**src/sv/cgl_pkg.sv**
```systemverilog
// Shared types and constants for the cmap glyph lookup block.
package cgl_pkg;
  localparam int MAX_GROUPS_DEF = 256;
  localparam int MAX_SEGMENTS_DEF = 256;
  localparam int ARRAY_WORDS_DEF = 4096;
  localparam logic [20:0] BMP_LAST = 21'h00FFFF;

  localparam logic [1:0] OP_LOOKUP = 2'd0;
  localparam logic [1:0] OP_GROUP = 2'd1;
  localparam logic [1:0] OP_SEGMENT = 2'd2;
  localparam logic [1:0] OP_WORD = 2'd3;

  localparam logic [1:0] SRC_NONE = 2'd0;
  localparam logic [1:0] SRC_GROUP = 2'd1;
  localparam logic [1:0] SRC_DELTA = 2'd2;
  localparam logic [1:0] SRC_ARRAY = 2'd3;

  localparam logic [1:0] REG_GROUPS = 2'd0;
  localparam logic [1:0] REG_SEGMENTS = 2'd1;
  localparam logic [1:0] REG_WORDS = 2'd2;

  typedef struct packed {
    logic load;      // capture input beat
    logic write;     // perform store write
    logic grp_rd;    // issue group read at scan index
    logic seg_rd;    // issue segment read at scan index
    logic word_rd;   // issue word read
    logic scan_clr;  // reset scan index
    logic scan_inc;  // advance scan index
  } cgl_cmd_t;

  typedef struct packed {
    logic grp_hit;
    logic grp_done;   // scan index reached group count
    logic bmp;        // code at or below 0xFFFF
    logic seg_skip;   // segment last below code
    logic seg_miss;   // code below segment first
    logic seg_done;
    logic seg_delta;  // zero offset
    logic word_oob;
  } cgl_sts_t;
endpackage

```
**src/sv/cgl_control.sv**
```systemverilog
// Controller: sequences load, table write, group scan, segment scan, word read and output register.
module cgl_control (
  input  logic              clk,
  input  logic              rst,
  input  logic              in_valid,
  output logic              in_ready,
  input  logic [1:0]        opcode,
  output logic              out_valid,
  input  logic              out_ready,
  output cgl_pkg::cgl_cmd_t cmd,
  input  cgl_pkg::cgl_sts_t sts,
  input  logic [31:0]       grp_glyph_id,
  input  logic [15:0]       seg_glyph_id,
  input  logic              word_zero,
  output logic [31:0]       glyph_id,
  output logic [1:0]        map_source
);
  import cgl_pkg::*;
  localparam logic [2:0] S_IDLE = 3'd0;
  localparam logic [2:0] S_DEC = 3'd1;
  localparam logic [2:0] S_GRD = 3'd2;
  localparam logic [2:0] S_GCHK = 3'd3;
  localparam logic [2:0] S_SRD = 3'd4;
  localparam logic [2:0] S_SCHK = 3'd5;
  localparam logic [2:0] S_WCHK = 3'd6;

  logic [2:0] state, state_next;
  logic       fin;
  logic [31:0] res_glyph;
  logic [1:0]  res_src;
  logic [1:0]  op;

  assign in_ready = (state == S_IDLE) && !out_valid;

  always_comb begin
    cmd = '0;
    state_next = state;
    fin = 1'b0;
    res_glyph = 32'd0;
    res_src = SRC_NONE;
    unique case (state)
      S_IDLE: begin
        cmd.load = in_valid && in_ready;
        if (in_valid && in_ready) state_next = S_DEC;
      end
      S_DEC: begin
        cmd.scan_clr = 1'b1;
        if (op == OP_LOOKUP) begin
          state_next = S_GRD;
        end else begin
          cmd.write = 1'b1;
          state_next = S_IDLE;
        end
      end
      S_GRD: begin
        if (sts.grp_done) begin
          cmd.scan_clr = 1'b1;
          if (sts.bmp) begin
            state_next = S_SRD;
          end else begin
            fin = 1'b1;
            state_next = S_IDLE;
          end
        end else begin
          cmd.grp_rd = 1'b1;
          cmd.scan_inc = 1'b1;
          state_next = S_GCHK;
        end
      end
      S_GCHK: begin
        if (sts.grp_hit) begin
          fin = 1'b1;
          res_glyph = grp_glyph_id;
          res_src = SRC_GROUP;
          state_next = S_IDLE;
        end else begin
          state_next = S_GRD;
        end
      end
      S_SRD: begin
        if (sts.seg_done) begin
          fin = 1'b1;
          state_next = S_IDLE;
        end else begin
          cmd.seg_rd = 1'b1;
          cmd.scan_inc = 1'b1;
          state_next = S_SCHK;
        end
      end
      S_SCHK: begin
        if (sts.seg_skip) begin
          state_next = S_SRD;
        end else if (sts.seg_miss) begin
          fin = 1'b1;
          state_next = S_IDLE;
        end else if (sts.seg_delta) begin
          fin = 1'b1;
          res_glyph = {16'd0, seg_glyph_id};
          res_src = SRC_DELTA;
          state_next = S_IDLE;
        end else if (sts.word_oob) begin
          fin = 1'b1;
          state_next = S_IDLE;
        end else begin
          cmd.word_rd = 1'b1;
          state_next = S_WCHK;
        end
      end
      S_WCHK: begin
        fin = 1'b1;
        if (!word_zero) begin
          res_glyph = {16'd0, seg_glyph_id};
          res_src = SRC_ARRAY;
        end
        state_next = S_IDLE;
      end
      default: state_next = S_IDLE;
    endcase
  end

  always_ff @(posedge clk) begin
    if (cmd.load) op <= opcode;
    if (fin) begin
      glyph_id <= res_glyph;
      map_source <= res_src;
    end
    if (rst) begin
      state <= S_IDLE;
      out_valid <= 1'b0;
    end else begin
      state <= state_next;
      if (fin) out_valid <= 1'b1;
      else if (out_ready) out_valid <= 1'b0;
    end
  end
endmodule

```
**config.mk**
```make
export PLATFORM = sky130hd
export DESIGN_NAME = cgl_control
export DESIGN_NICKNAME = d
export VERILOG_FILES = /design/src/sv/cgl_pkg.sv /design/src/sv/cgl_control.sv
export SDC_FILE = /design/constraint.sdc
export NUM_CORES = 1
export LEC_CHECK = 0
export BUFFER_PORTS_ARGS = -buffer_cell sky130_fd_sc_hd__buf_2
export CAP_MARGIN = 40
export CORE_ASPECT_RATIO = 0.7
export CORE_UTILIZATION = 30
export DETAILED_ROUTE_END_ITERATION = 10
export GPL_TIMING_DRIVEN = 0
export HOLD_SLACK_MARGIN = 0.12
export MAX_ROUTING_LAYER = met4
export PLACE_DENSITY = 0.59
export RECOVER_POWER = 100
export SLEW_MARGIN = 10
export SYNTH_ARGS = -nofsm -noshare
export SYNTH_HDL_FRONTEND = slang
export SYNTH_SLANG_ARGS = --single-unit
```
**constraint.sdc**
```tcl
create_clock -name clk -period 5.8 [get_ports clk]
set_clock_uncertainty 0.05 [all_clocks]
set_input_delay 1.16 -clock clk [delete_from_list [all_inputs] [get_ports clk]]
set_output_delay 1.16 -clock clk [all_outputs]
set_load 0.05 [all_outputs]
```
==> results by group, run 1 <==
Cells and area
  – Layout fillers: 547
  – Final nets: 301
  – Most frequent cells in the layout: 62 x buf_2, 51 x clkbuf_1, 36 x edfxtp_1
  – Commonest non-fill, non-tap cell in the layout: buf_2
  – Finished Layout Cells: 311
  – # diodes: 0
  – Share of post-route cells with drive strength above 1: 31.8%
  – Area Overhead vs Synth: 37.3%

STA
  – RSZ-0062 raised after global routing: false
  – Worst-Margin Slew: 1.38 ns
  – Rel. slew slack: 7.67%
  – Setup violations, final: 0
  – Hold Vio Cnt, Final: 0
  – Hold slack: 0.494 ns
  – Fmax: 282 MHz
  – Fin Setup TNS: 0 ns
  – Min Tclk post-route: 3.55 ns
  – Slew Limit Fails: 0
  – Period utilisation layout: 61.1%

Synthesis
  – Warnings from Yosys: 0
  – Synthesized instance count: 126
  – Synth Cell Area: 1750 µm²
  – Syn nets: 189
  – Mean area per synthesized cell: 13.9 µm²
  – Netlist cell types: 33
  – Sequential share of the synthesized area: 66.2%
  – Flops & latches, synth: 40

Power and ir drop
  – Pleak: 0.872 nW
  – Worst VDD drop: 138 µV
  – Pwr Total: 0.594 mW
  – Pwr Density: 247 nW/µm²

Min path
  – Hold Crit Class: flip-flop to flip-flop
  – Hold_sp: out_valid

Floorplanning
  – Initial core utilization: 32.3%
  – Die Y: 66.0 µm
  – Die X: 93.4 µm
  – IO Pins: 106
  – Die area: 6160 µm²
  – Row cnt: 22
  – Core ar.: 5420 µm²

Setup path
  – CP max-delay cell: clkbuf_1
  – Worst Setup SP: sts[1]
  – Reg-to-reg endpoint: glyph_id[6]
  – Reg2Reg Setup Slack: 3.13 ns
  – Delay-heaviest family, CP: simple AND/OR/NAND/NOR gates
  – Critical Path Fanout Max: 4
  – CP Depth: 4
  – FF-to-FF path depth: 4
  – Crit path required time: 4.59 ns
  – CP Cell Sequence: buf_2, nor3_1, and3_1, clkbuf_1
  – Crit path largest cell delay: 0.46 ns
  – WP buf/inv: 2
  – RR Startpoint: state[1]
  – Arrival time at the worst endpoint: 2.34 ns
  – Setup Crit Path Kind: input pin to primary output
  – Crit path to: cmd[2]
  – Worst setup EP type: primary output
  – Startpoint Class: input pin

GRT
  – GRT met2 Usage: 20.5%
  – GR peak layer: met2
  – Number of global-route vias before repair: 1274
  – Gr usage total: 13.8%
  – Overflow after GRT: 0
  – Largest net degree at the start of global routing: 35
  – Grt met3 use: 4.37%
  – First-pass GRT wire length: 6.15 mm
  – Initial antenna violation count: 0
  – Met1 Track Usage GR: 18.2%

Routing
  – Routed vias: 1423
  – DR WL/cell: 13.2 µm
  – DR iter-0 viols: 55
  – DRC: 0
  – Drt pass-1 iters: 4
  – Final WL: 4.11 mm
  – Routed Antenna Nets: 0
  – Vias/cell: 4.58

Clock network
  – H-tree depth: 2
  – Clock latency on the worst-skew pair: 0.28 ns
  – CTS tree: yes
  – Num CTS Buffers: 5
  – CTS resizes: 0
  – Clock Tree Buf Depth: 2
  – Reg clk slew, reported paths: 0.07 ns
  – CTS root buffer: clkbuf_8
  – # clock sinks: 40
  – Hold-fix buffer count after cts: 0
  – Setup Fix Bufs, Post-CTS: 0

Placed design
  – Hpwl dp: 3.07 mm
  – Placed cell count: 303
  – Port bufs: 105
  – RePlAce Congestion: 0.837

Run
  – Maxcap violations: 0

Status
  – Status: completed
==> cell usage after synthesis, drive strengths merged <==
library cell / count / area share, %
edfxtp: 36 / 62
a22o: 16 / 8.0
and2: 16 / 5.7
buf: 6 / 2.8
nor2: 5 / 1.1
a21oi: 4 / 1.1
dfxtp: 4 / 4.6
nor2b: 4 / 1.4
a31oi: 3 / 1.1
clkbuf: 3 / 0.64
inv: 3 / 0.64
o21ai: 3 / 0.86
or2: 3 / 1.1
nand2: 2 / 0.43
nor3: 2 / 0.57
nor4b: 2 / 1.4
a21o: 1 / 0.43
a31o: 1 / 0.50
and3: 1 / 0.36
and3b: 1 / 0.50
and4b: 1 / 0.57
and4bb: 1 / 0.71
mux2: 1 / 0.64
nand2b: 1 / 0.36
nand4b: 1 / 0.50
o31ai: 1 / 0.43
o32a: 1 / 0.57
or3: 1 / 0.36
or3b: 1 / 0.50
or4bb: 1 / 0.64
==> flip-flops by register name, indices dropped and copies added (netlist names) <==
signal      count
glyph_id       32
state           3
map_source      2
op              2
out_valid       1
==> per-layer routing <==
metal	vias to the layer above	share of wire, %
met4	0	0.75
met1	654	49
met5	-	0
met3	5	7.4
met2	66	43
li1	698	-
==> final cells by class <==
cell class / instances / area (µm²) / share of cell area [%]
tap: 72 / 90.1 / 3.74
clock inverter: 3 / 42.5 / 1.77
clock buffer: 5 / 68.8 / 2.86
multi-input combinational: 74 / 522 / 21.7
inverter: 3 / 11.3 / 0.468
timing repair buffer: 105 / 470 / 19.5
buffer: 9 / 42.5 / 1.77
sequential: 40 / 1160 / 48.2
==> stage by stage <==
| stage | area (µm²) | setup WS [ns] | util, % |
|---|---|---|---|
| after detailed placement | 2370 | 2.46 | 43.7 |
| final | 2410 | 2.25 | 44.4 |
| after CTS | 2480 | 2.46 | 45.8 |
| after global routing | 2410 | 2.17 | 44.4 |
| after floorplan | 1750 | 1.18 | - |
| after global placement | 2370 | 2.24 | 43.7 |
==> worst reg2reg max path: stages (launching register included) <==
cell and delay [ns]:
dfxtp_1 0.43, clkbuf_1 0.34, nand2_1 0.12, o32a_1 0.32, nand2_1 1.00
==> where the power goes <==
| part | internal (mW) | switching (mW) | total (mW) | leakage [nW] |
|---|---|---|---|---|
| clock | 0.127 | 0.0916 | 0.219 | 0.0541 |
| combinational | 0.0230 | 0.0363 | 0.0594 | 0.523 |
| sequential | 0.315 | 0.00171 | 0.316 | 0.295 |
| total | 0.465 | 0.130 | 0.594 | 0.872 |
==> worst min-delay path by stage <==
stage / end / slack (ns) / depth (start not counted)
floorplan: state[1] / 0.53 / 3
global placement: out_valid / 0.46 / 2
detailed placement: out_valid / 0.47 / 2
CTS: out_valid / 0.49 / 2
global route: out_valid / 0.53 / 2
finish: out_valid / 0.49 / 2
==> logic make-up (layout without fill, tap and decap cells) <==
logic type | Yosys count | in the layout | share of synthesized area, %
and+or+nand+nor | 43 | 43 | 16.1
buffers and inverters | 12 | 125 | 4.07
AOI/OAI and AO/OA | 30 | 30 | 13.0
muxes | 1 | 1 | 0.642
DFF | 40 | 40 | 66.2
Note: power is estimated with default switching activity, not from simulation.
==> inputs of run 2 (changes only) <==
--- a/config.mk
+++ b/config.mk
@@ -13,7 +13,7 @@
 export GPL_TIMING_DRIVEN = 0
 export HOLD_SLACK_MARGIN = 0.12
 export MAX_ROUTING_LAYER = met4
-export PLACE_DENSITY = 0.59
+export PLACE_DENSITY = 0.61
 export RECOVER_POWER = 100
 export SLEW_MARGIN = 10
 export SYNTH_ARGS = -nofsm -noshare
==> constraint.sdc (replaced) <==
create_clock -name clk -period 3.02 [get_ports clk]
set_clock_uncertainty 0.05 [all_clocks]
set_input_delay 0.604 -clock clk [delete_from_list [all_inputs] [get_ports clk]]
set_output_delay 0.604 -clock clk [all_outputs]
set_load 0.05 [all_outputs]
==> run 2 against run 1 <==
Effect of this change: routed wire length is 0.12% higher; largest power group unchanged; count of clock-buffer cells in the layout is the same; sequential power rose by 92%; critical path depth did not move; register-to-register slack got worse by 2.4 ns; final area fell by 0.47%; worst setup slack worse by 1.9 ns; power up 80%; cell count is the same; highest routed layer is now met3.
==> results by group, run 2 (same netlist as run 1, synthesis figures left out) <==
Cells and area
  – Top reg by flops: glyph_id
  – # diodes: 0 (unchanged)
  – Area Overhead vs Synth: 36.7%
  – Max FFs per register: 32 (unchanged)
  – Largest regs: glyph_id: 32 flops, state: 3 flops
  – Most frequent cells in the layout: 64 x buf_2, 48 x clkbuf_1, 36 x edfxtp_1
  – Final nets: 301 (unchanged)
  – Layout fillers: 544 (-0.55%)
  – Commonest non-fill, non-tap cell in the layout: buf_2
  – Share of post-route cells with drive strength above 1: 33.5% (+1.7 points)

Min path
  – Hold path cells: 2 (unchanged)
  – Hold EP: out_valid
  – Hold Crit Class: input pin to flip-flop
  – Hold_sp: rst

STA
  – Period utilisation layout: 88.9%
  – Rel. slew slack: 47.0% (+39 points)
  – RSZ-0062 raised after global routing: false
  – Setup violations, final: 0 (unchanged)
  – Min Tclk post-route: 2.69 ns
  – Fmax: 372 MHz
  – Setup ws final: 0.334 ns (-1.92 ns)
  – Hold Vio Cnt, Final: 0 (unchanged)
  – Fin Setup TNS: 0 ns (unchanged)
  – Worst-Margin Slew: 0.792 ns (-0.590 ns)
  – Slew Limit Fails: 0 (unchanged)

Setup path
  – RR Startpoint: state[1]
  – Arrival time at the worst endpoint: 2.03 ns (-0.31 ns)
  – Crit path required time: 2.37 ns (-2.22 ns)
  – Startpoint Class: flip-flop
  – Reg-to-reg endpoint: glyph_id[6]
  – FF-to-FF path depth: 4 (unchanged)
  – Worst setup EP type: primary output
  – Setup Crit Path Kind: flip-flop to primary output
  – Reg2Reg Setup Slack: 0.77 ns (-2.36 ns)
  – Critical Path Fanout Max: 10 (+6)

GRT
  – Initial antenna violation count: 0 (unchanged)
  – First-pass GRT wire length: 6.27 mm (+1.9%)
  – Number of global-route vias before repair: 1347 (+5.7%)
  – Overflow after GRT: 0 (unchanged)
  – Gr usage total: 13.9% (+0.10 points)
  – Largest net degree at the start of global routing: 35 (unchanged)

Status
  – Status: completed

Routing
  – Routed Antenna Nets: 0 (unchanged)
  – DR WL/cell: 13.2 µm (+0.12%)
  – Final WL: 4.12 mm (+0.12%)
  – DRC: 0 (unchanged)
  – Vias/cell: 4.57 (-0.14%)
  – Routed vias: 1421 (-0.14%)
  – Drt pass-1 iters: 4 (unchanged)
  – DR iter-0 viols: 36 (-35%)

Floorplanning
  – Initial core utilization: 32.3% (unchanged)
  – Die X: 93.4 µm (unchanged)
  – IO Pins: 106 (unchanged)
  – Die area: 6160 µm² (unchanged)
  – Row cnt: 22 (unchanged)
  – Die Y: 66.0 µm (unchanged)
  – Core ar.: 5420 µm² (unchanged)

Clock network
  – H-tree depth: 2 (unchanged)
  – CTS resizes: 0 (unchanged)
  – CTS tree: yes
  – Setup Fix Bufs, Post-CTS: 0 (unchanged)
  – Reg clk slew, reported paths: 0.07 ns (about the same)
  – CTS root buffer: clkbuf_8
  – Hold-fix buffer count after cts: 0 (unchanged)
  – # clock sinks: 40 (unchanged)
  – Num CTS Buffers: 5 (unchanged)
  – Clock Tree Buf Depth: 2 (unchanged)
  – Clock latency on the worst-skew pair: 0.28 ns (about the same)

Run
  – Maxcap violations: 0 (unchanged)

Power and ir drop
  – Pleak: 0.875 nW (+0.41%)
  – Pwr Density: 445 nW/µm² (+80%)
  – Worst VDD drop: 251 µV (+82%)

Placed design
  – Port bufs: 105 (unchanged)
  – Hpwl dp: 3.12 mm (+1.9%)
  – RePlAce Congestion: 0.768 (-8.2%)
  – Dpl ws: 0.541 ns (-1.92 ns)
## run 2: power by group
group	switching (mW)	leakage (nW)	internal [mW]	total [mW]
Sequential	0.00337	0.295	0.604	0.607
Combinational	0.0698	0.532	0.0448	0.115
Clock	0.185	0.0479	0.161	0.346
## run 2: through the flow
| step | total power, mW | cell area (µm²) | hold WS [ns] | utilization [%] | cells |
|---|---|---|---|---|---|
| after floorplan | 0.682 | 1760 | 0.535 | - | 126 |
| after global routing | 1.12 | 2400 | 0.430 | 44.2 | 311 |
| final | 1.07 | 2400 | 0.440 | 44.2 | 311 |
| after global placement | 0.736 | 2380 | 0.456 | 43.8 | 303 |
| after detailed placement | 0.738 | 2380 | 0.464 | 43.9 | 303 |
| after CTS | 1.08 | 2470 | 0.427 | 45.5 | 311 |
## run 2: metal layers
layer  global-route usage [%]  share of wire (%)
met1                     17.0                 45
met3                     4.02                8.9
met2                     22.9                 46
met4                     3.46                  0
met5                        -                  0
## run 2: worst max-delay path, stage by stage, from the launching register on
cell      delay [ns]
dfxtp_1         0.34
clkbuf_1        0.21
or3_1           0.46
nor2b_1         0.25
clkbuf_1        0.50
## run 2: final cells by class
class / instances / area (µm²) / share of cell area [%]
tap: 72 / 90.1 / 3.76
buffer: 9 / 48.8 / 2.04
clock buffer: 5 / 68.8 / 2.87
sequential: 40 / 1160 / 48.4
timing repair buffer: 105 / 474 / 19.8
multi-input combinational: 74 / 524 / 21.9
inverter: 3 / 11.3 / 0.470
clock inverter: 3 / 18.8 / 0.783
## run 2: how the worst max path moves through the flow
stage                     depth (start not counted)      endpoint     start
after CTS                                         5        cmd[1]  state[1]
after global routing                              4        cmd[6]  state[2]
after global placement                            4   glyph_id[4]    sts[4]
final                                             4        cmd[6]  state[2]
after floorplan                                   3        cmd[0]    sts[6]
after detailed placement                          4  glyph_id[12]    sts[4]
